--- src/sv/cpos_pkg.sv ---
// ----------------------------------------------------------------------------
// Closest point on segment: package
// Widths, cell payload types and result mode codes.
// ----------------------------------------------------------------------------
package cpos_pkg;

  localparam int QW  = 32;  // quotient bits, one divider cell each
  localparam int RW  = 66;  // divisor / remainder width
  localparam int SW  = 68;  // radicand width
  localparam int RTW = 34;  // root bits, one sqrt cell each
  localparam int SRW = 37;  // sqrt remainder width

  typedef enum logic [1:0] {
    MODE_DEGEN,
    MODE_A,
    MODE_B,
    MODE_MID
  } mode_t;

  typedef struct packed {
    logic signed [31:0] ax;
    logic signed [31:0] ay;
    logic signed [31:0] bx;
    logic signed [31:0] by_coord;
    logic signed [31:0] px;
    logic signed [31:0] py;
    logic               neg_x;
    logic               neg_y;
    mode_t              mode;
  } ctx_t;

  typedef struct packed {
    logic [RW-1:0] d;
    logic [RW-1:0] rem_x;
    logic [RW-1:0] rem_y;
    logic [QW-1:0] low_x;
    logic [QW-1:0] low_y;
    logic [QW-1:0] q_x;
    logic [QW-1:0] q_y;
    ctx_t          ctx;
  } div_t;

  typedef struct packed {
    logic [SW-1:0]      s;
    logic [SRW-1:0]     rem;
    logic [RTW-1:0]     root;
    logic signed [31:0] cx;
    logic signed [31:0] cy;
    logic               degen;
  } sq_t;

endpackage

--- src/sv/cpos_div_cell.sv ---
// ----------------------------------------------------------------------------
// Closest point on segment: divider cell
// One restoring quotient bit for both axes against a shared divisor.
// ----------------------------------------------------------------------------
module cpos_div_cell (
  input  logic          clk,
  input  logic          rst,
  input  logic          en,
  input  logic          in_valid,
  input  cpos_pkg::div_t in_data,
  output logic          out_valid,
  output cpos_pkg::div_t out_data
);
  import cpos_pkg::*;

  function automatic logic [RW:0] div_step(input logic [RW-1:0] rem,
                                           input logic          din,
                                           input logic [RW-1:0] d);
    logic [RW:0] t;
    logic [RW:0] res;
    t = {rem, din};
    if (t >= {1'b0, d}) begin
      res = {1'b1, RW'(t - {1'b0, d})};
    end else begin
      res = {1'b0, t[RW-1:0]};
    end
    return res;
  endfunction

  div_t        nxt;
  logic [RW:0] sx;
  logic [RW:0] sy;

  always_comb begin
    sx = div_step(in_data.rem_x, in_data.low_x[QW-1], in_data.d);
    sy = div_step(in_data.rem_y, in_data.low_y[QW-1], in_data.d);
    nxt = in_data;
    nxt.rem_x = sx[RW-1:0];
    nxt.rem_y = sy[RW-1:0];
    nxt.q_x   = {in_data.q_x[QW-2:0], sx[RW]};
    nxt.q_y   = {in_data.q_y[QW-2:0], sy[RW]};
    nxt.low_x = {in_data.low_x[QW-2:0], 1'b0};
    nxt.low_y = {in_data.low_y[QW-2:0], 1'b0};
  end

  always_ff @(posedge clk) begin
    if (rst) begin
      out_valid <= 1'b0;
    end else if (en) begin
      out_valid <= in_valid;
    end
  end

  always_ff @(posedge clk) begin
    if (en) begin
      out_data <= nxt;
    end
  end
endmodule

--- config.mk ---
export PLATFORM = sky130hd
export DESIGN_NAME = cpos_div_cell
export DESIGN_NICKNAME = d
export VERILOG_FILES = /design/src/sv/cpos_pkg.sv /design/src/sv/cpos_div_cell.sv
export SDC_FILE = /design/constraint.sdc
export NUM_CORES = 1
export LEC_CHECK = 0
export BUFFER_PORTS_ARGS = -buffer_cell sky130_fd_sc_hd__buf_2
export CORE_AREA = 2 2 405 407
export DETAILED_ROUTE_END_ITERATION = 8
export DIE_AREA = 0 0 407 409
export GPL_TIMING_DRIVEN = 0
export PLACE_DENSITY = 0.42
export REMOVE_ABC_BUFFERS = 1
export SKIP_CTS_REPAIR_TIMING = 1
export SLEW_MARGIN = 20
export SYNTH_ARGS = -nofsm -noshare
export SYNTH_HDL_FRONTEND = slang
export SYNTH_SLANG_ARGS = --single-unit
--- constraint.sdc ---
create_clock -name clk -period 4.8 [get_ports clk]
set_input_delay 0.24 -clock clk [delete_from_list [all_inputs] [get_ports clk]]
set_output_delay 0.24 -clock clk [all_outputs]
set_load 0.01 [all_outputs]
==> results of run 1 <==
-- flip-flops by register name, indices dropped and copies added (netlist names) --
signal and cells:
out_valid 1, out_data 520
-- final cells by class --
cell class	instances	area, µm²
fill	17270	120700
sequential	521	15640
timing repair buffer	1559	10560
multi-input combinational	1327	9221
tap	2175	2721
clock buffer	86	1938
clock inverter	52	710.7
inverter	117	446.7
antenna	43	107.6
-- cell usage in the layout (no fill, tap or decap), types with 17 or more instances in the layout --
cell / n
sky130_fd_sc_hd__a21o_1: 86
sky130_fd_sc_hd__a21oi_1: 208
sky130_fd_sc_hd__a31oi_1: 19
sky130_fd_sc_hd__and2_1: 17
sky130_fd_sc_hd__and3_1: 24
sky130_fd_sc_hd__buf_2: 1043
sky130_fd_sc_hd__clkbuf_16: 75
sky130_fd_sc_hd__diode_2: 43
sky130_fd_sc_hd__dlygate4sd3_1: 505
sky130_fd_sc_hd__edfxtp_1: 520
sky130_fd_sc_hd__ha_1: 132
sky130_fd_sc_hd__inv_1: 114
sky130_fd_sc_hd__mux2_1: 36
sky130_fd_sc_hd__mux2_2: 17
sky130_fd_sc_hd__nand2_1: 125
sky130_fd_sc_hd__nand3_1: 30
sky130_fd_sc_hd__nand4_1: 52
sky130_fd_sc_hd__nor2_1: 127
sky130_fd_sc_hd__nor3_1: 32
sky130_fd_sc_hd__o21ai_0: 87
sky130_fd_sc_hd__o21bai_1: 38
sky130_fd_sc_hd__xnor2_1: 70
sky130_fd_sc_hd__xor2_1: 43
-- worst max-delay path, stage by stage --
cell,delay (ns)
sky130_fd_sc_hd__dlygate4sd3_1,0.54
sky130_fd_sc_hd__buf_2,0.14
sky130_fd_sc_hd__ha_1,0.36
sky130_fd_sc_hd__nand3_1,0.18
sky130_fd_sc_hd__o21bai_1,0.25
sky130_fd_sc_hd__a21oi_1,0.39
sky130_fd_sc_hd__a2111oi_4,0.24
sky130_fd_sc_hd__a2111oi_4,0.78
sky130_fd_sc_hd__o21ai_2,0.23
sky130_fd_sc_hd__a2111oi_4,0.57
sky130_fd_sc_hd__o21ai_4,0.27
sky130_fd_sc_hd__inv_6,0.33
sky130_fd_sc_hd__buf_16,0.26
sky130_fd_sc_hd__a21oi_1,0.13
-- cells by family after synthesis --
family | count (synthesis) | synth area share [%]
AOI/OAI and AO/OA | 558 | 14.20
other | 1 | 0.01462
xor gates and xnor gates | 113 | 3.858
DFF | 521 | 60.95
muxes | 58 | 2.522
adders and majority gates | 134 | 6.595
buffers and inverters | 196 | 3.214
and+or+nand+nor | 462 | 8.639
-- through the flow --
| step | TNS [ns] | cell area, µm² | total power (W) | setup slack (ns) | cells |
|---|---|---|---|---|---|
| final | 0 | 41340 | 0.01519 | 0.1713 | 5880 |
| after global routing | -0.01207 | 41320 | 0.01586 | -0.01207 | 5872 |
| after CTS | 0 | 36180 | 0.01511 | 0.3484 | 5332 |
| after detailed placement | -17.77 | 33530 | 0.008872 | -0.4113 | 5194 |
| after global placement | -3139.61 | 33220 | 0.008930 | -5.899 | 5184 |
| after floorplan | 0 | 25270 | 0.007190 | 0.5336 | 1965 |
-- worst paths after layout --
check | start | endpoint | depth (start not counted)
worst min register to register | out_valid | out_valid | 2
worst max register to register | out_valid | out_valid | 2
worst max-delay path | in_data[391] | out_data[425] | 14
worst min-delay path | en | out_data[181] | 1
-- per-layer routing --
layer / vias to the layer above / track usage (%) / wire length, µm
li1: 10930 / - / -
met1: 11540 / 19.49 / 62180
met2: 920 / 32.24 / 80610
met3: 220 / 6.866 / 12680
met4: 30 / 6.801 / 6076
met5: - / 0 / 213
-- power by group through the flow --
| stage | Clock [W] | Sequential, W | Combinational, W |
|---|---|---|---|
| 3_5_place_dp | 0 | 0.00579 | 0.00309 |
| 6_report | 0.00607 | 0.00570 | 0.00343 |
| 4_1_cts | 0.00630 | 0.00570 | 0.00311 |
| 3_3_place_gp | 0 | 0.00587 | 0.00306 |
| 5_1_grt | 0.00643 | 0.00574 | 0.00369 |
| 2_1_floorplan | 0 | 0.00603 | 0.00116 |
==> flow_summary.json, run 1 <==
{
  "outcome": "finished with violations",
  "violated_checks": "negative hold slack",
  "area_growth_pct": 61.16,
  "syn-mean-instance-area_um2": 12.56,
  "ys_seq_area_share_pct": 60.95,
  "max-vdd-ir-drop_mv": 0.2444,
  "clock_power_share_pct": 39.9,
  "warnings_from_yosys": 0,
  "gp_congestion": 0.9114,
  "floorplan.initialDensity_pct": 15.83,
  "synthDistinctLibCells": 78,
  "place.detailed.hpwl_um": 135500,
  "route.detailed.vias_per_inst": 4.021,
  "startpoint_class": "input port",
  "finish.net_count": 4260,
  "first_pass_iters": 5,
  "place.port_buffers": 1044,
  "power_report.internal_total_w": 0.01059,
  "ctsLongestPathBuffers": 3,
  "clock_sink_count": 521,
  "leading_cell_types_by_total_area_after_synthesis": "sky130_fd_sc_hd__edfxtp_1 61%, sky130_fd_sc_hd__ha_1 6.4%, sky130_fd_sc_hd__a21oi_1 4.1%",
  "initialDrtViolationCount": 1406,
  "power_switching_share_pct": 30.28,
  "antenna_found_initial": 100,
  "setup_viols_final": 0,
  "r2r_setup_slk_ns": 4.22,
  "yosysMostFrequentCell": "sky130_fd_sc_hd__edfxtp_1",
  "setup.worst_path.class": "input port to register",
  "synth.ff_latch_count": 521,
  "final_count_of_pins_violating_max_slew": 0,
  "required_time_of_the_worst_setup_path_ns": 5.20,
  "drive_above_1_share_pct": 33.32,
  "num_rows": 148,
  "synth_ff_type": "sky130_fd_sc_hd__edfxtp_1",
  "syn-cell-area_um2": 25650,
  "clock_tree_from_tritoncts": "done",
  "total_leakage_power_nw": 17.40,
  "yosys-top-cells-count": "520 x sky130_fd_sc_hd__edfxtp_1, 208 x sky130_fd_sc_hd__a21oi_1, 132 x sky130_fd_sc_hd__ha_1, 127 x sky130_fd_sc_hd__nor2_1, 125 x sky130_fd_sc_hd__nand2_1",
  "routed_wire_length_per_instance_um": 27.51,
  "worst_slew_pin_slew_ns": 1.354,
  "finalHoldViolations": 2,
  "grt_start_max_net_pins": 92,
  "max_freq_mhz": 216.0,
  "hold_class": "input port to register",
  "numCtsBuffers": 74,
  "drt.antenna.violating_nets": 0,
  "grt_first_pass_wirelength_um": 200900,
  "pwr_density_cell_nw_per_um2": 367.6,
  "synth_top_cell_by_area": "sky130_fd_sc_hd__edfxtp_1",
  "async_set_reset_flop_share_out_of_synthesis_pct": 0,
  "synth_largest_type_area_fraction_pct": 60.88,
  "cts.root.buffer_cell": "sky130_fd_sc_hd__clkbuf_16",
  "route.vias.total": 23640,
  "cp-end-kind": "register",
  "cts.htree.levels": 3,
  "global_route.usage.total_pct": 18.21,
  "timing.final.crit_share_pct": 96.43,
  "power_frac_seq_pct": 37.5,
  "drc": 0,
  "die_height_um": 409,
  "clkSlewWorstSetupHoldPaths_ns": 0.06,
  "die_x_um": 407,
  "globalRouteOverflowTotal": 0,
  "synth_edf_count": 520,
  "combPwrFrac_pct": 22.6,
  "finish.utilization_pct": 25.51,
  "floorplan.die_area_um2": 166500,
  "io_pins": 1049,
  "crit_path_max_fanout": 56,
  "hold_ws_ns": -0.008999,
  "syn-instance-count": 2043,
  "core_um2": 162000,
  "clock_latency_late_sink_ns": 0.67,
  "clock-skew-final_ns": 0,
  "routed_wl_um": 161800,
  "period_minus_slack_ns": 4.629,
  "timing.max_slew.rel_slack_pct": 8.812,
  "timing.critical_path.arrival_ns": 5.03,
  "timing.max_cap.violations": 0,
  "power.switching_w": 0.004601,
  "grt_pass1_vias": 21510
}
Note: power is estimated with default switching activity, not from simulation.
==> run 2, diff against run 1 <==
--- a/config.mk
+++ b/config.mk
@@ -6,11 +6,11 @@
 export NUM_CORES = 1
 export LEC_CHECK = 0
 export BUFFER_PORTS_ARGS = -buffer_cell sky130_fd_sc_hd__buf_2
-export CORE_AREA = 2 2 405 407
+export CORE_AREA = 2 2 413 415
 export DETAILED_ROUTE_END_ITERATION = 8
-export DIE_AREA = 0 0 407 409
+export DIE_AREA = 0 0 415 417
 export GPL_TIMING_DRIVEN = 0
-export PLACE_DENSITY = 0.42
+export PLACE_DENSITY = 0.41
 export REMOVE_ABC_BUFFERS = 1
 export SKIP_CTS_REPAIR_TIMING = 1
 export SLEW_MARGIN = 20
==> flow_summary.json, run 2 (same netlist as run 1, synthesis figures left out) <==
{
  "clock_latency_late_sink_ns": 0.67,
  "power_report.internal_total_w": 0.01007,
  "power_switching_share_pct": 30.45,
  "io_pins": 1049,
  "hold_class": "input port to register",
  "crit_path_max_fanout": 56,
  "grt_first_pass_wirelength_um": 184800,
  "place.detailed.hpwl_um": 120600,
  "hold_ws_ns": -0.002896,
  "global_route_layer_with_the_greatest_usage": "met2",
  "clock_power_share_pct": 37.5,
  "largest_reg_by_ff_count": "out_data",
  "gp_congestion": 0.8833,
  "die_height_um": 417,
  "period_minus_slack_ns": 4.611,
  "routed_wire_length_per_instance_um": 24.77,
  "cts.htree.levels": 3,
  "power_frac_seq_pct": 39.4,
  "fin_tns_setup_ns": 0,
  "drt.antenna.violating_nets": 0,
  "numCtsBuffers": 72,
  "largest_register_ff_count": 520,
  "area_growth_pct": 59.65,
  "outcome": "finished with violations",
  "grt_pass1_vias": 21090,
  "grt.met2_usage_pct": 30.71,
  "finish.net_count": 4252,
  "drc": 0,
  "biggestRegsByFlops": "out_data (520), out_valid (1)",
  "initialDrtViolationCount": 1521,
  "max_freq_mhz": 216.9,
  "final_count_of_pins_violating_max_slew": 0,
  "clkSlewWorstSetupHoldPaths_ns": 0.05,
  "first_pass_iters": 7,
  "grt_start_max_net_pins": 96,
  "startpoint_class": "input port",
  "routed_wl_um": 146100,
  "grt_util_met1_pct": 15.28,
  "total_leakage_power_nw": 17.22,
  "globalRouteOverflowTotal": 0,
  "combPwrFrac_pct": 23.1,
  "clock-skew-final_ns": 0,
  "timing.max_cap.violations": 0,
  "route.detailed.vias_per_inst": 3.963,
  "mostFrequentLayoutCell": "sky130_fd_sc_hd__buf_2",
  "drive_above_1_share_pct": 33.06,
  "num_rows": 151,
  "use_met3_pct": 4.168,
  "clock_tree_from_tritoncts": "done",
  "clock_sink_count": 521,
  "cts.root.buffer_cell": "sky130_fd_sc_hd__clkbuf_16",
  "power.switching_w": 0.004408,
  "timing.final.crit_share_pct": 96.06,
  "timing.critical_path.arrival_ns": 5.11,
  "worst_slew_pin_slew_ns": 0.9398,
  "core_um2": 168500,
  "floorplan.initialDensity_pct": 15.22,
  "die_x_um": 415,
  "floorplan.die_area_um2": 173100,
  "route.vias.total": 23380,
  "cp-end-kind": "register",
  "layout_common_cells": "1043 x sky130_fd_sc_hd__buf_2, 520 x sky130_fd_sc_hd__edfxtp_1, 499 x sky130_fd_sc_hd__dlygate4sd3_1",
  "timing.max_slew.rel_slack_pct": 37.35,
  "required_time_of_the_worst_setup_path_ns": 5.30,
  "max-vdd-ir-drop_mv": 0.2691,
  "finalHoldViolations": 2,
  "global_route.usage.total_pct": 15.77,
  "violated_checks": "negative hold slack",
  "setup.worst_path.class": "input port to register",
  "antenna_found_initial": 68,
  "place.port_buffers": 1044,
  "setup_viols_final": 0,
  "ctsLongestPathBuffers": 3,
  "pwr_density_cell_nw_per_um2": 353.6
}
==> run 2: changes by cell type in the layout (fill, tap and decap cells not counted), moves of 2 or more <==
cell,before,now
sky130_fd_sc_hd__clkinv_8,2,0
sky130_fd_sc_hd__clkinv_2,9,11
sky130_fd_sc_hd__diode_2,43,33
sky130_fd_sc_hd__bufinv_16,14,6
sky130_fd_sc_hd__clkinvlp_4,6,3
sky130_fd_sc_hd__clkbuf_1,9,14
sky130_fd_sc_hd__dlygate4sd3_1,505,499
sky130_fd_sc_hd__clkinv_4,3,1
sky130_fd_sc_hd__clkbuf_8,2,0
==> run 2: worst paths after layout <==
check | startpoint | end | slack (ns) | depth (start not counted)
worst min register to register | out_valid | out_valid | 1.03 | 3
worst max-delay path | in_data[390] | out_data[417] | 0.19 | 15
worst max register to register | out_valid | out_valid | 3.67 | 3
worst min-delay path | in_data[445] | out_data[446] | -0.003 | 3
==> run 2: power groups by stage <==
stage               clock network (W)  registers, W  logic [W]
finish                        0.00543       0.00570    0.00335
floorplan                           0       0.00603    0.00116
detailed placement                  0       0.00579    0.00303
CTS                           0.00565       0.00570    0.00305
global route                  0.00579       0.00573    0.00359
global placement                    0       0.00587    0.00301
==> run 2: stage by stage <==
step | instance area (µm²) | utilization, % | instances | worst slack (ns) | total power, W
3_5_place_dp | 33560 | 19.91 | 5237 | -0.7818 | 0.008822
6_report | 40950 | 24.30 | 5899 | 0.1890 | 0.01448
5_1_grt | 40930 | 24.29 | 5892 | -0.0008993 | 0.01511
4_1_cts | 35870 | 21.29 | 5367 | -0.009293 | 0.01441
2_1_floorplan | 25270 | - | 1965 | 0.5336 | 0.007190
3_3_place_gp | 33270 | 19.74 | 5227 | -5.790 | 0.008875
==> run 2: per-layer routing <==
layer / share of wire, % / wire length, µm / up-vias
met4: 4.5 / 6585 / 34
met3: 5.2 / 7595 / 210
met2: 55 / 80560 / 789
met1: 35 / 51160 / 11460
met5: 0.13 / 196 / -
li1: - / - / 10890
==> run 2: final cells by class <==
class,instances,area [µm²]
sequential,521,15640
antenna,33,82.58
fill,18240,127600
clock inverter,42,410.4
tap,2218,2775
multi-input combinational,1327,9221
clock buffer,88,1904
timing repair buffer,1553,10480
inverter,117,444.2
==> run 2: critical path, cell delays in order <==
cell	delay [ns]
sky130_fd_sc_hd__dlygate4sd3_1	0.54
sky130_fd_sc_hd__buf_2	0.16
sky130_fd_sc_hd__ha_1	0.31
sky130_fd_sc_hd__nor2b_1	0.17
sky130_fd_sc_hd__o21bai_1	0.12
sky130_fd_sc_hd__a21oi_1	0.41
sky130_fd_sc_hd__a2111oi_4	0.24
sky130_fd_sc_hd__a2111oi_4	0.86
sky130_fd_sc_hd__o21ai_2	0.25
sky130_fd_sc_hd__a2111oi_4	0.56
sky130_fd_sc_hd__o21ai_4	0.23
sky130_fd_sc_hd__inv_4	0.40
sky130_fd_sc_hd__buf_16	0.28
sky130_fd_sc_hd__nor2_1	0.07
sky130_fd_sc_hd__a21oi_1	0.19
