===== src/sv/cpos_pkg.sv =====
// ----------------------------------------------------------------------------
// Closest point on segment: package
// Widths, cell payload types and result mode codes.
// ----------------------------------------------------------------------------
package cpos_pkg;

  localparam int QW  = 32;  // quotient bits, one divider cell each
  localparam int RW  = 66;  // divisor / remainder width
  localparam int SW  = 68;  // radicand width
  localparam int RTW = 34;  // root bits, one sqrt cell each
  localparam int SRW = 37;  // sqrt remainder width

  typedef enum logic [1:0] {
    MODE_DEGEN,
    MODE_A,
    MODE_B,
    MODE_MID
  } mode_t;

  typedef struct packed {
    logic signed [31:0] ax;
    logic signed [31:0] ay;
    logic signed [31:0] bx;
    logic signed [31:0] by_coord;
    logic signed [31:0] px;
    logic signed [31:0] py;
    logic               neg_x;
    logic               neg_y;
    mode_t              mode;
  } ctx_t;

  typedef struct packed {
    logic [RW-1:0] d;
    logic [RW-1:0] rem_x;
    logic [RW-1:0] rem_y;
    logic [QW-1:0] low_x;
    logic [QW-1:0] low_y;
    logic [QW-1:0] q_x;
    logic [QW-1:0] q_y;
    ctx_t          ctx;
  } div_t;

  typedef struct packed {
    logic [SW-1:0]      s;
    logic [SRW-1:0]     rem;
    logic [RTW-1:0]     root;
    logic signed [31:0] cx;
    logic signed [31:0] cy;
    logic               degen;
  } sq_t;

endpackage


===== src/sv/cpos_sqrt_cell.sv =====
// ----------------------------------------------------------------------------
// Closest point on segment: square root cell
// One digit-by-digit root bit from the next two radicand bits.
// ----------------------------------------------------------------------------
module cpos_sqrt_cell (
  input  logic         clk,
  input  logic         rst,
  input  logic         en,
  input  logic         in_valid,
  input  cpos_pkg::sq_t in_data,
  output logic         out_valid,
  output cpos_pkg::sq_t out_data
);
  import cpos_pkg::*;

  sq_t            nxt;
  logic [SRW-1:0] t;
  logic [SRW-1:0] trial;

  always_comb begin
    t     = {in_data.rem[SRW-3:0], in_data.s[SW-1:SW-2]};
    trial = SRW'({in_data.root, 2'b01});
    nxt   = in_data;
    nxt.s = {in_data.s[SW-3:0], 2'b00};
    if (t >= trial) begin
      nxt.rem  = t - trial;
      nxt.root = {in_data.root[RTW-2:0], 1'b1};
    end else begin
      nxt.rem  = t;
      nxt.root = {in_data.root[RTW-2:0], 1'b0};
    end
  end

  always_ff @(posedge clk) begin
    if (rst) begin
      out_valid <= 1'b0;
    end else if (en) begin
      out_valid <= in_valid;
    end
  end

  always_ff @(posedge clk) begin
    if (en) begin
      out_data <= nxt;
    end
  end
endmodule


===== config.mk =====
export PLATFORM = sky130hd
export DESIGN_NAME = cpos_sqrt_cell
export DESIGN_NICKNAME = d
export VERILOG_FILES = /design/src/sv/cpos_pkg.sv /design/src/sv/cpos_sqrt_cell.sv
export SDC_FILE = /design/constraint.sdc
export NUM_CORES = 1
export LEC_CHECK = 0
export ABC_CLOCK_PERIOD_IN_PS = 9000
export BUFFER_PORTS_ARGS = -buffer_cell sky130_fd_sc_hd__buf_4
export CORE_AREA = 2 2 161 163
export DETAILED_ROUTE_END_ITERATION = 8
export DIE_AREA = 0 0 163 165
export SLEW_MARGIN = 20
export SYNTH_ARGS = -nofsm -noshare
export SYNTH_HDL_FRONTEND = slang
export SYNTH_SLANG_ARGS = --single-unit

===== constraint.sdc =====
create_clock -name clk -period 9 [get_ports clk]
set_input_delay 1.8 -clock clk [delete_from_list [all_inputs] [get_ports clk]]
set_output_delay 1.8 -clock clk [all_outputs]
set_load 0.02 [all_outputs]

==> impl_metrics.py, run 1 <==
metrics = {
    "critical_path": {
        "regToRegEndpoint": "out_valid",
        "crit_path_frequent_cell": "buf_4",
        "crit_start": "in_data[66]",
        "path_buf_inv": 3,
        "worstSetupPathType": "primary input to flop",
        "cpPeakStageDelay_ns": 0.50,
        "startpoint_type": "primary input",
        "slowest_stage": "buf_4",
        "reg2reg_from": "out_valid",
        "cp-end-kind": "flop",
        "path_delay_family": "compound AO/OA/AOI/OAI gates",
        "cp.arrival_ns": 5.01,
        "cp_max_fo": 49,
        "crit_cells": 12,
        "crit_chain": "buf_4 > inv_1 > ha_1 > o21ai_1 > a22oi_2 > a311o_1 > nand2_1 > a2111oi_2 > o41ai_2 > nand2_2 > buf_4 > mux2_2",
        "reg2reg_setup_slack_ns": 8.42,
        "required_ns": 9.26,
        "ff2ff_path_depth": 2,
    },
    "floorplan": {
        "die_h_um": 165,
        "ios": 413,
        "design.die.area_um2": 26900,
        "core_area_um2": 25000,
        "start_util_pct": 34.9,
        "rows": 58,
        "die_w_um": 163,
    },
    "clocking": {
        "path_clk_slew_ns": 0.05,
        "cts_resized": 0,
        "clkLatencyLatePin_ns": 0.51,
        "clockBufferDepth": 3,
        "cts_tree": "yes",
        "clkSinkCount": 203,
        "hold_buffers": 0,
        "post-cts-setup-buffer-count": 0,
        "h-tree-depth": 1,
        "cts_made_buffers": 25,
        "cts_root_buf": "clkbuf_16",
    },
    "power_and_ir_drop": {
        "power.share.clock_pct": 34.9,
        "p_switching_uw": 729,
        "intPower_mw": 1.93,
        "switching_share_pct": 27.4,
        "p_per_area_nw_per_um2": 206,
        "power_frac_seq_pct": 44.1,
        "p_leak_nw": 5.60,
        "power_mw": 2.66,
        "power_frac_comb_pct": 21.0,
        "ir_drop_mv": 0.139,
    },
    "final_layout": {
        "ff_latch_area_um2": 6090,
        "nets": 1272,
        "multi_input_area_um2": 2350,
        "nFillCells": 2251,
        "stdcell_area_um2": 12900,
        "area_growth_pct": 47.6,
        "drive_gt1_share_pct": 44.6,
    },
    "yosys": {
        "yosys_warnings": 0,
        "syn-cell-area_um2": 8730,
        "synth.most_common_cell": "edfxtp_1",
        "ys_seq_area_share_pct": 69.7,
        "synth_cell_type_count": 61,
        "yosysTopAreaCell": "edfxtp_1",
        "syn_inst": 607,
        "synth_area_per_cell_um2": 14.4,
        "ys_ff_latch": 203,
        "synth.top_cell.area_share_pct": 69.5,
        "synth_area_leaders": "edfxtp_1 69%, ha_1 5.2%, a21oi_1 3.5%, inv_1 2.2%, xnor2_1 2.1%",
        "async_flop_share_pct": 0,
        "ys_top_cells_by_count": "202 x edfxtp_1, 61 x a21oi_1, 50 x inv_1, 37 x nor2_1, 36 x ha_1",
        "synthFlopType": "edfxtp_1",
        "synth_edf_count": 202,
    },
    "sta": {
        "drv_slew": 0,
        "fin_worst_skew_ns": 0,
        "worst_hold_slack_ns": 0.501,
        "setup_violations": 0,
        "rsz0062_at_grt": "false",
        "tightest_slew_ns": 1.01,
        "fin_tns_setup_ns": 0,
        "slew_headroom_pct": 32.7,
        "period_share_pct": 52.8,
        "max_freq_ghz": 0.210,
        "timing.final.ws_setup_ns": 4.25,
        "hold_viol": 0,
        "fin_crit_ns": 4.75,
    },
    "placed_design": {
        "portBuffers": 408,
        "hpwlAfterDp_mm": 22.1,
        "gp_congestion": 0.839,
        "place_ws_ns": 3.65,
        "post_dp_cell_area_um2": 12100,
    },
    "min_path": {
        "hold_path.class": "flop to flop",
        "hold-path-endpoint": "out_valid",
        "whs_path_depth": 2,
        "hp-start": "out_valid",
    },
    "run": {
        "maxCapViolCount": 0,
    },
    "global_route": {
        "first_global_vias": 6408,
        "gr-usage-met1_pct": 23.0,
        "gr-max-usage-layer": "met2",
        "use_met3_pct": 7.53,
        "use_met2_pct": 34.2,
        "grt_util_all_layers_pct": 19.7,
        "overflow": 0,
        "grt_pass1_wl_mm": 39.5,
        "antenna_found_initial": 3,
        "grt_max_degree": 73,
    },
    "drt": {
        "route.detailed.drc": 0,
        "drtAntennaViolNets": 0,
        "drt-wirelength-per-cell_um": 20.6,
        "drt_pass1_iterations": 4,
        "vias": 6569,
        "drt_iter0_drc": 389,
        "wl_mm": 28.3,
        "avgViaCountPerCell": 4.77,
    },
    "status": {
        "status": "finished clean",
    },
}
layout make-up:
type | instances | share of cell area, %
antenna | 1 | 0.0194
clock buffer | 30 | 5.00
clock inverter | 15 | 0.825
inverter | 50 | 1.46
multi-input combinational | 337 | 18.3
sequential | 203 | 47.2
tap | 330 | 3.20
timing repair buffer | 411 | 24.0
power by group through the flow:
stage	Clock, mW	Combinational (mW)	Sequential [mW]
after floorplan	0	0.167	1.30
after global placement	0	0.558	1.19
after detailed placement	0	0.562	1.19
after CTS	0.952	0.564	1.17
after global routing	0.985	0.597	1.18
final	0.928	0.558	1.17
sequential cells by signal (all words and copies together) (netlist names):
name and flops:
out_data 202, out_valid 1
worst max path at each step:
stage	end
after CTS	out_data[106]
final	out_data[103]
after floorplan	out_data[133]
after detailed placement	out_data[106]
after global placement	out_data[111]
after global routing	out_data[103]
logic make-up (layout without fill, tap and decap cells):
| group | count (synthesis) | after routing | synth area share, % |
|---|---|---|---|
| DFF | 203 | 203 | 69.7 |
| other | 1 | 3 | 0.0430 |
| buffers and inverters | 68 | 506 | 3.35 |
| muxes | 9 | 9 | 1.28 |
| adders and majority gates | 36 | 36 | 5.16 |
| xor gates and xnor gates | 32 | 32 | 3.21 |
| and+or+nand+nor | 116 | 116 | 6.54 |
| AOI/OAI and AO/OA | 142 | 142 | 10.7 |
stage by stage:
stage               instances  util [%]
floorplan                 608         -
global placement         1331      48.5
detailed placement       1331      48.5
CTS                      1376      51.5
global route             1376      51.5
finish                   1377      51.5
worst min-delay path, delay by kind of cell, from the launching register on:
family	cells	cell delay, ns
multiplexers	1	0.07
AND/OR/NAND/NOR	1	0.07
flip-flops	1	0.33
metal layers:
layer	routed length, um	part of all wire, %	vias up
met5	27	0.095	-
met3	2880	10	40
met1	10600	37	3147
met4	589	2.1	4
li1	-	-	3114
met2	14200	50	264
layout by cell type, fill, tap and decap left out, types with 16 or more instances in the layout:
| master | synthesis | routed |
|---|---|---|
| a21oi_1 | 61 | 61 |
| buf_4 | 2 | 410 |
| clkbuf_16 | 0 | 25 |
| edfxtp_1 | 202 | 202 |
| ha_1 | 36 | 36 |
| inv_1 | 50 | 50 |
| nand2_1 | 26 | 26 |
| nor2_1 | 37 | 37 |
| o21ai_0 | 16 | 16 |
| xnor2_1 | 21 | 21 |
Note: power is estimated with default switching activity, not from simulation.
==> run 2: changes to the inputs <==
--- a/config.mk
+++ b/config.mk
@@ -5,11 +5,12 @@
 export SDC_FILE = /design/constraint.sdc
 export NUM_CORES = 1
 export LEC_CHECK = 0
-export ABC_CLOCK_PERIOD_IN_PS = 9000
+export ABC_CLOCK_PERIOD_IN_PS = 4050
 export BUFFER_PORTS_ARGS = -buffer_cell sky130_fd_sc_hd__buf_4
 export CORE_AREA = 2 2 161 163
 export DETAILED_ROUTE_END_ITERATION = 8
 export DIE_AREA = 0 0 163 165
+export PLACE_DENSITY = 0.65
 export SLEW_MARGIN = 20
 export SYNTH_ARGS = -nofsm -noshare
 export SYNTH_HDL_FRONTEND = slang
==> constraint.sdc (replaced) <==
create_clock -name clk -period 4.05 [get_ports clk]
set_input_delay 0.81 -clock clk [delete_from_list [all_inputs] [get_ports clk]]
set_output_delay 0.81 -clock clk [all_outputs]
set_load 0.02 [all_outputs]
==> run 2 against run 1 <==
  * Global-route usage rose by 0.20 points
  * Register-to-register slack got worse by 4.9 ns
  * Core utilization grew 0.50 points
  * First-iteration DRC count down 1.5%
==> impl_metrics.py, run 2 (synthesis gave the netlist of run 1 again) <==
metrics = {
    "drt": {
        "avgViaCountPerCell": 4.73,
        "drt_iter0_drc": 383,
        "wl_mm": 28.4,
        "drtAntennaViolNets": 0,
        "drt-wirelength-per-cell_um": 20.5,
        "vias": 6560,
        "route.detailed.drc": 0,
        "drt_pass1_iterations": 5,
    },
    "floorplan": {
        "die_w_um": 163,
        "rows": 58,
        "core_area_um2": 25000,
        "design.die.area_um2": 26900,
        "start_util_pct": 34.9,
        "ios": 413,
        "die_h_um": 165,
    },
    "critical_path": {
        "worstSetupPathType": "primary input to flop",
        "reg2reg_from": "out_valid",
        "cp_max_fo": 5,
        "regToRegEndpoint": "out_valid",
        "startpoint_type": "primary input",
        "required_ns": 4.32,
        "reg2reg_setup_slack_ns": 3.47,
        "cp-end-kind": "flop",
        "crit_start": "in_data[67]",
        "cp.arrival_ns": 3.58,
        "ff2ff_path_depth": 2,
        "endpoint": "out_data[133]",
    },
    "power_and_ir_drop": {
        "p_leak_nw": 5.67,
        "ir_drop_mv": 0.339,
        "power_mw": 5.95,
        "p_per_area_nw_per_um2": 457,
    },
    "sta": {
        "setup_violations": 0,
        "hold_viol": 0,
        "rsz0062_at_grt": "false",
        "fin_crit_ns": 3.32,
        "period_share_pct": 81.9,
        "max_freq_ghz": 0.302,
        "drv_slew": 0,
        "fin_tns_setup_ns": 0,
        "tightest_slew_ns": 0.796,
        "fin_worst_skew_ns": 0,
        "slew_headroom_pct": 46.9,
    },
    "final_layout": {
        "largest_reg_flops": 202,
        "top_register": "out_data",
        "area_growth_pct": 49.1,
        "drive_gt1_share_pct": 45.6,
        "stdcell_area_um2": 13000,
        "diodes": 0,
        "final_common_cell": "buf_4",
        "final_core_util_pct": 52.0,
        "reg.largest.list": "out_data (202), out_valid (1)",
        "nets": 1282,
        "layout_common_cells": "420 x buf_4, 202 x edfxtp_1, 61 x a21oi_1",
        "final_cells": 1386,
    },
    "placed_design": {
        "post_dp_cell_area_um2": 12200,
        "hpwlAfterDp_mm": 22.6,
        "portBuffers": 408,
        "place_inst": 1342,
        "gp_congestion": 0.859,
    },
    "global_route": {
        "first_global_vias": 6683,
        "grt_pass1_wl_mm": 40.2,
        "grt_util_all_layers_pct": 19.9,
        "grt_max_degree": 100,
        "antenna_found_initial": 1,
        "overflow": 0,
    },
    "run": {
        "maxCapViolCount": 0,
    },
    "clocking": {
        "hold_buffers": 0,
        "cts_tree": "yes",
        "cts_root_buf": "clkbuf_16",
        "post-cts-setup-buffer-count": 0,
        "cts_made_buffers": 24,
        "clkSinkCount": 203,
        "path_clk_slew_ns": 0.05,
        "cts_resized": 0,
        "h-tree-depth": 1,
        "clkLatencyLatePin_ns": 0.52,
        "clockBufferDepth": 3,
    },
    "min_path": {
        "whs_path_depth": 2,
        "hold_path.class": "primary input to flop",
    },
    "status": {
        "status": "finished clean",
    },
}
==> run 2: cell count changes in the layout (fill, tap and decap cells not counted) <==
cell and delta:
clkinv_1 -5, inv_6 -2, clkbuf_16 -1, buf_4 +10
clkbuf_8 +4, clkinv_8 +1, diode_2 -1, buf_12 +1
buf_8 +1, clkinvlp_4 +1
==> run 2: worst min-delay path by stage <==
stage                          from         to  slack, ns
final                           rst  out_valid       0.44
after global routing            rst  out_valid       0.43
after CTS                       rst  out_valid       0.42
after detailed placement  out_valid  out_valid       0.49
after global placement    out_valid  out_valid       0.48
after floorplan           out_valid  out_valid       0.58
==> run 2: per-stage QoR <==
stage          setup WS, ns  hold WS (ns)
3_5_place_dp          0.254         0.490
3_3_place_gp          0.264         0.481
6_report              0.734         0.440
5_1_grt               0.576         0.433
4_1_cts               0.796         0.420
2_1_floorplan         0.650         0.579
==> run 2: area by class of cell <==
cell class / instances / area (um^2)
Inverter: 50 / 188
Fill cell: 2236 / 12000
Clock buffer: 34 / 688
Multi-Input combinational cell: 337 / 2350
Timing Repair Buffer: 422 / 3190
Sequential cell: 203 / 6090
Clock inverter: 10 / 93.8
Tap cell: 330 / 413
==> run 2: critical path, cell delays in order <==
cell and delay [ns]:
buf_4 0.09, inv_1 0.04, ha_1 0.35, a21o_1 0.18, a21oi_1 0.45, a2111oi_4 0.16, nor3b_2 0.31, o21bai_2 0.13
a221oi_1 0.47, o21bai_1 0.18, xnor2_1 0.15, mux2_4 0.25
==> run 2: per-layer routing <==
layer / routed length [um] / GRT usage (%)
met5: 12 / 0
met4: 664 / 5.47
met3: 3060 / 8.09
met2: 14000 / 34.0
met1: 10700 / 23.3
==> run 2: report_power, final <==
part / internal [mW] / total (mW) / switching [mW]
Combinational: 0.556 / 1.26 / 0.704
Sequential: 2.55 / 2.60 / 0.0553
Clock: 1.25 / 2.09 / 0.839
Total: 4.35 / 5.95 / 1.60
==> run 3: changes to the inputs <==
--- a/config.mk
+++ b/config.mk
@@ -5,7 +5,7 @@
 export SDC_FILE = /design/constraint.sdc
 export NUM_CORES = 1
 export LEC_CHECK = 0
-export ABC_CLOCK_PERIOD_IN_PS = 4050
+export ABC_CLOCK_PERIOD_IN_PS = 2700
 export BUFFER_PORTS_ARGS = -buffer_cell sky130_fd_sc_hd__buf_4
 export CORE_AREA = 2 2 161 163
 export DETAILED_ROUTE_END_ITERATION = 8
==> constraint.sdc (replaced) <==
create_clock -name clk -period 2.7 [get_ports clk]
set_input_delay 0.54 -clock clk [delete_from_list [all_inputs] [get_ports clk]]
set_output_delay 0.54 -clock clk [all_outputs]
set_load 0.02 [all_outputs]
==> run 3 against run 2 <==
  * Highest routed layer unchanged
  * Routed wire length grew 5.3%
  * Total power rose by 59%
  * First-iteration DRC count increased by 33%
  * Sequential cell count unchanged
  * Die area did not move
  * Sequential share of layout area fell by 4.0 points
  * Count of clock-buffer cells in the layout decreased by 5
  * Clock skew stayed put
  * Hold slack lost 0.25 ns
  * Non-clock buffer count is 104 higher
  * Cell area is 9.4% higher
  * Largest cell class unchanged
==> impl_metrics.py, run 3 (synthesis gave the netlist of run 1 again) <==
metrics = {
    "clocking": {
        "cts_root_buf": "clkbuf_16",
        "h-tree-depth": 1,
        "clkSinkCount": 203,
        "path_clk_slew_ns": 0.05,
        "clockBufferDepth": 3,
        "hold_buffers": 0,
        "cts_tree": "yes",
        "cts_made_buffers": 24,
        "clkLatencyLatePin_ns": 0.50,
    },
    "final_layout": {
        "nFillCells": 2088,
        "area_growth_pct": 63.1,
        "top_register": "out_data",
        "layout_common_cells": "517 x buf_4, 202 x edfxtp_1, 53 x a21oi_1",
        "largest_reg_flops": 202,
        "final_core_util_pct": 56.9,
        "ff_latch_area_um2": 6090,
        "multi_input_area_um2": 2700,
        "nets": 1386,
        "final_common_cell": "buf_4",
        "drive_gt1_share_pct": 53.7,
        "stdcell_area_um2": 14200,
        "reg.largest.list": "out_data (202), out_valid (1)",
    },
    "sta": {
        "max_freq_ghz": 0.374,
        "slew_headroom_pct": 66.6,
        "fin_worst_skew_ns": 0,
        "drv_slew": 0,
        "fin_crit_ns": 2.67,
        "worst_hold_slack_ns": 0.186,
        "hold_viol": 0,
        "setup_violations": 0,
        "period_share_pct": 99.0,
        "tightest_slew_ns": 0.495,
    },
    "global_route": {
        "grt_max_degree": 57,
        "antenna_found_initial": 2,
        "grt_pass1_wl_mm": 41.1,
        "first_global_vias": 6985,
        "overflow": 0,
        "grt_util_all_layers_pct": 20.4,
    },
    "power_and_ir_drop": {
        "intPower_mw": 6.93,
        "p_per_area_nw_per_um2": 663,
        "power_frac_seq_pct": 41.4,
        "ir_drop_mv": 0.411,
        "power_mw": 9.44,
        "p_switching_mw": 2.50,
        "switching_share_pct": 26.5,
        "power.share.clock_pct": 35.4,
        "power_frac_comb_pct": 23.2,
        "p_leak_nw": 6.22,
    },
    "drt": {
        "avgViaCountPerCell": 4.76,
        "vias": 7092,
        "wl_mm": 29.9,
        "drt_pass1_iterations": 5,
        "drtAntennaViolNets": 0,
        "drt-wirelength-per-cell_um": 20.1,
        "drt_iter0_drc": 508,
        "route.detailed.drc": 0,
    },
    "floorplan": {
        "start_util_pct": 34.9,
        "die_h_um": 165,
        "rows": 58,
        "ios": 413,
        "die_w_um": 163,
        "core_area_um2": 25000,
        "design.die.area_um2": 26900,
    },
    "critical_path": {
        "required_ns": 2.95,
        "crit_chain": "buf_4 > inv_1 > ha_1 > buf_4 > o211ai_1 > a21oi_2 > nand2_2 > a2111oi_4 > o41ai_4 > nand2_2 > buf_12 > mux2_2",
        "startpoint_type": "primary input",
        "worstSetupPathType": "primary input to flop",
        "cp_max_fo": 10,
        "cp.arrival_ns": 2.93,
        "reg2reg_setup_slack_ns": 2.10,
        "cpPeakStageDelay_ns": 0.46,
        "cp-end-kind": "flop",
        "slowest_stage": "a2111oi_4",
    },
    "placed_design": {
        "portBuffers": 408,
        "hpwlAfterDp_mm": 23.5,
        "post_dp_cell_area_um2": 13300,
        "gp_congestion": 0.870,
    },
    "run": {
        "maxCapViolCount": 0,
    },
    "status": {
        "status": "finished clean",
    },
    "min_path": {
        "hold_path.class": "primary input to flop",
    },
}
[run 3: changes by cell type in the layout (fill, tap and decap cells not counted), sizes merged]
cell      before  now
diode          0    1
buf          422  526
clkinv         7    6
clkinvlp       2    3
clkbuf        34   29
bufinv         1    4
[run 3: worst max-delay path: cells and delay by family]
kind,cells,cell delay [ns]
muxes,1,0.34
AOI/OAI and AO/OA,4,0.98
adders and majority gates,1,0.35
and+or+nand+nor,2,0.27
buffers and inverters,4,0.44
[run 3: metal layers]
metal  vias up  track usage, %  wire [um]
met2       250            36.2      15200
met1      3434            24.0      11500
li1       3360               -          -
met3        46            5.93       2420
met5         -               0         11
met4         2            6.40        747
[run 3: per-stage QoR]
| stage | instances | setup TNS (ns) | setup WS [ns] |
|---|---|---|---|
| finish | 1489 | 0 | 0.0262 |
| detailed placement | 1444 | -15.94 | -0.565 |
| global placement | 1444 | -14.07 | -0.576 |
| global route | 1488 | -0.0709 | -0.0217 |
| floorplan | 608 | -0.549 | -0.151 |
| CTS | 1486 | 0 | 0.00796 |
[run 3: layout make-up]
cell class / instances / share of cell area (%)
well taps: 330 / 2.90
repair buffers: 526 / 28.4
flip-flops and latches: 203 / 42.8
clock buffers: 29 / 4.50
inverters: 50 / 1.32
multi-input cells: 337 / 19.0
diodes: 1 / 0.0176
clock inverters: 13 / 1.18
[run 3: repair_timing]
item | 4_1_cts | 5_1_grt
setup buffers | 0 | 2
cloned | 0 | 0
resized for setup | 1 | 19
pin swaps | 0 | 6
setup endpoints to repair | 1 | 27
[run 3: worst paths after layout]
kind | start | endpoint | cells after the start
worst min-delay path | rst | out_valid | 2
worst min register to register | out_valid | out_valid | 2
worst max-delay path | in_data[74] | out_data[111] | 12
worst max register to register | out_valid | out_valid | 2
[run 3: power groups by stage]
stage	Sequential (mW)	Combinational, mW	Clock [mW]
2_1_floorplan	4.35	0.619	0
3_3_place_gp	3.96	2.14	0
3_5_place_dp	3.97	2.16	0
4_1_cts	3.91	2.18	3.43
5_1_grt	3.93	2.33	3.53
6_report	3.91	2.19	3.34
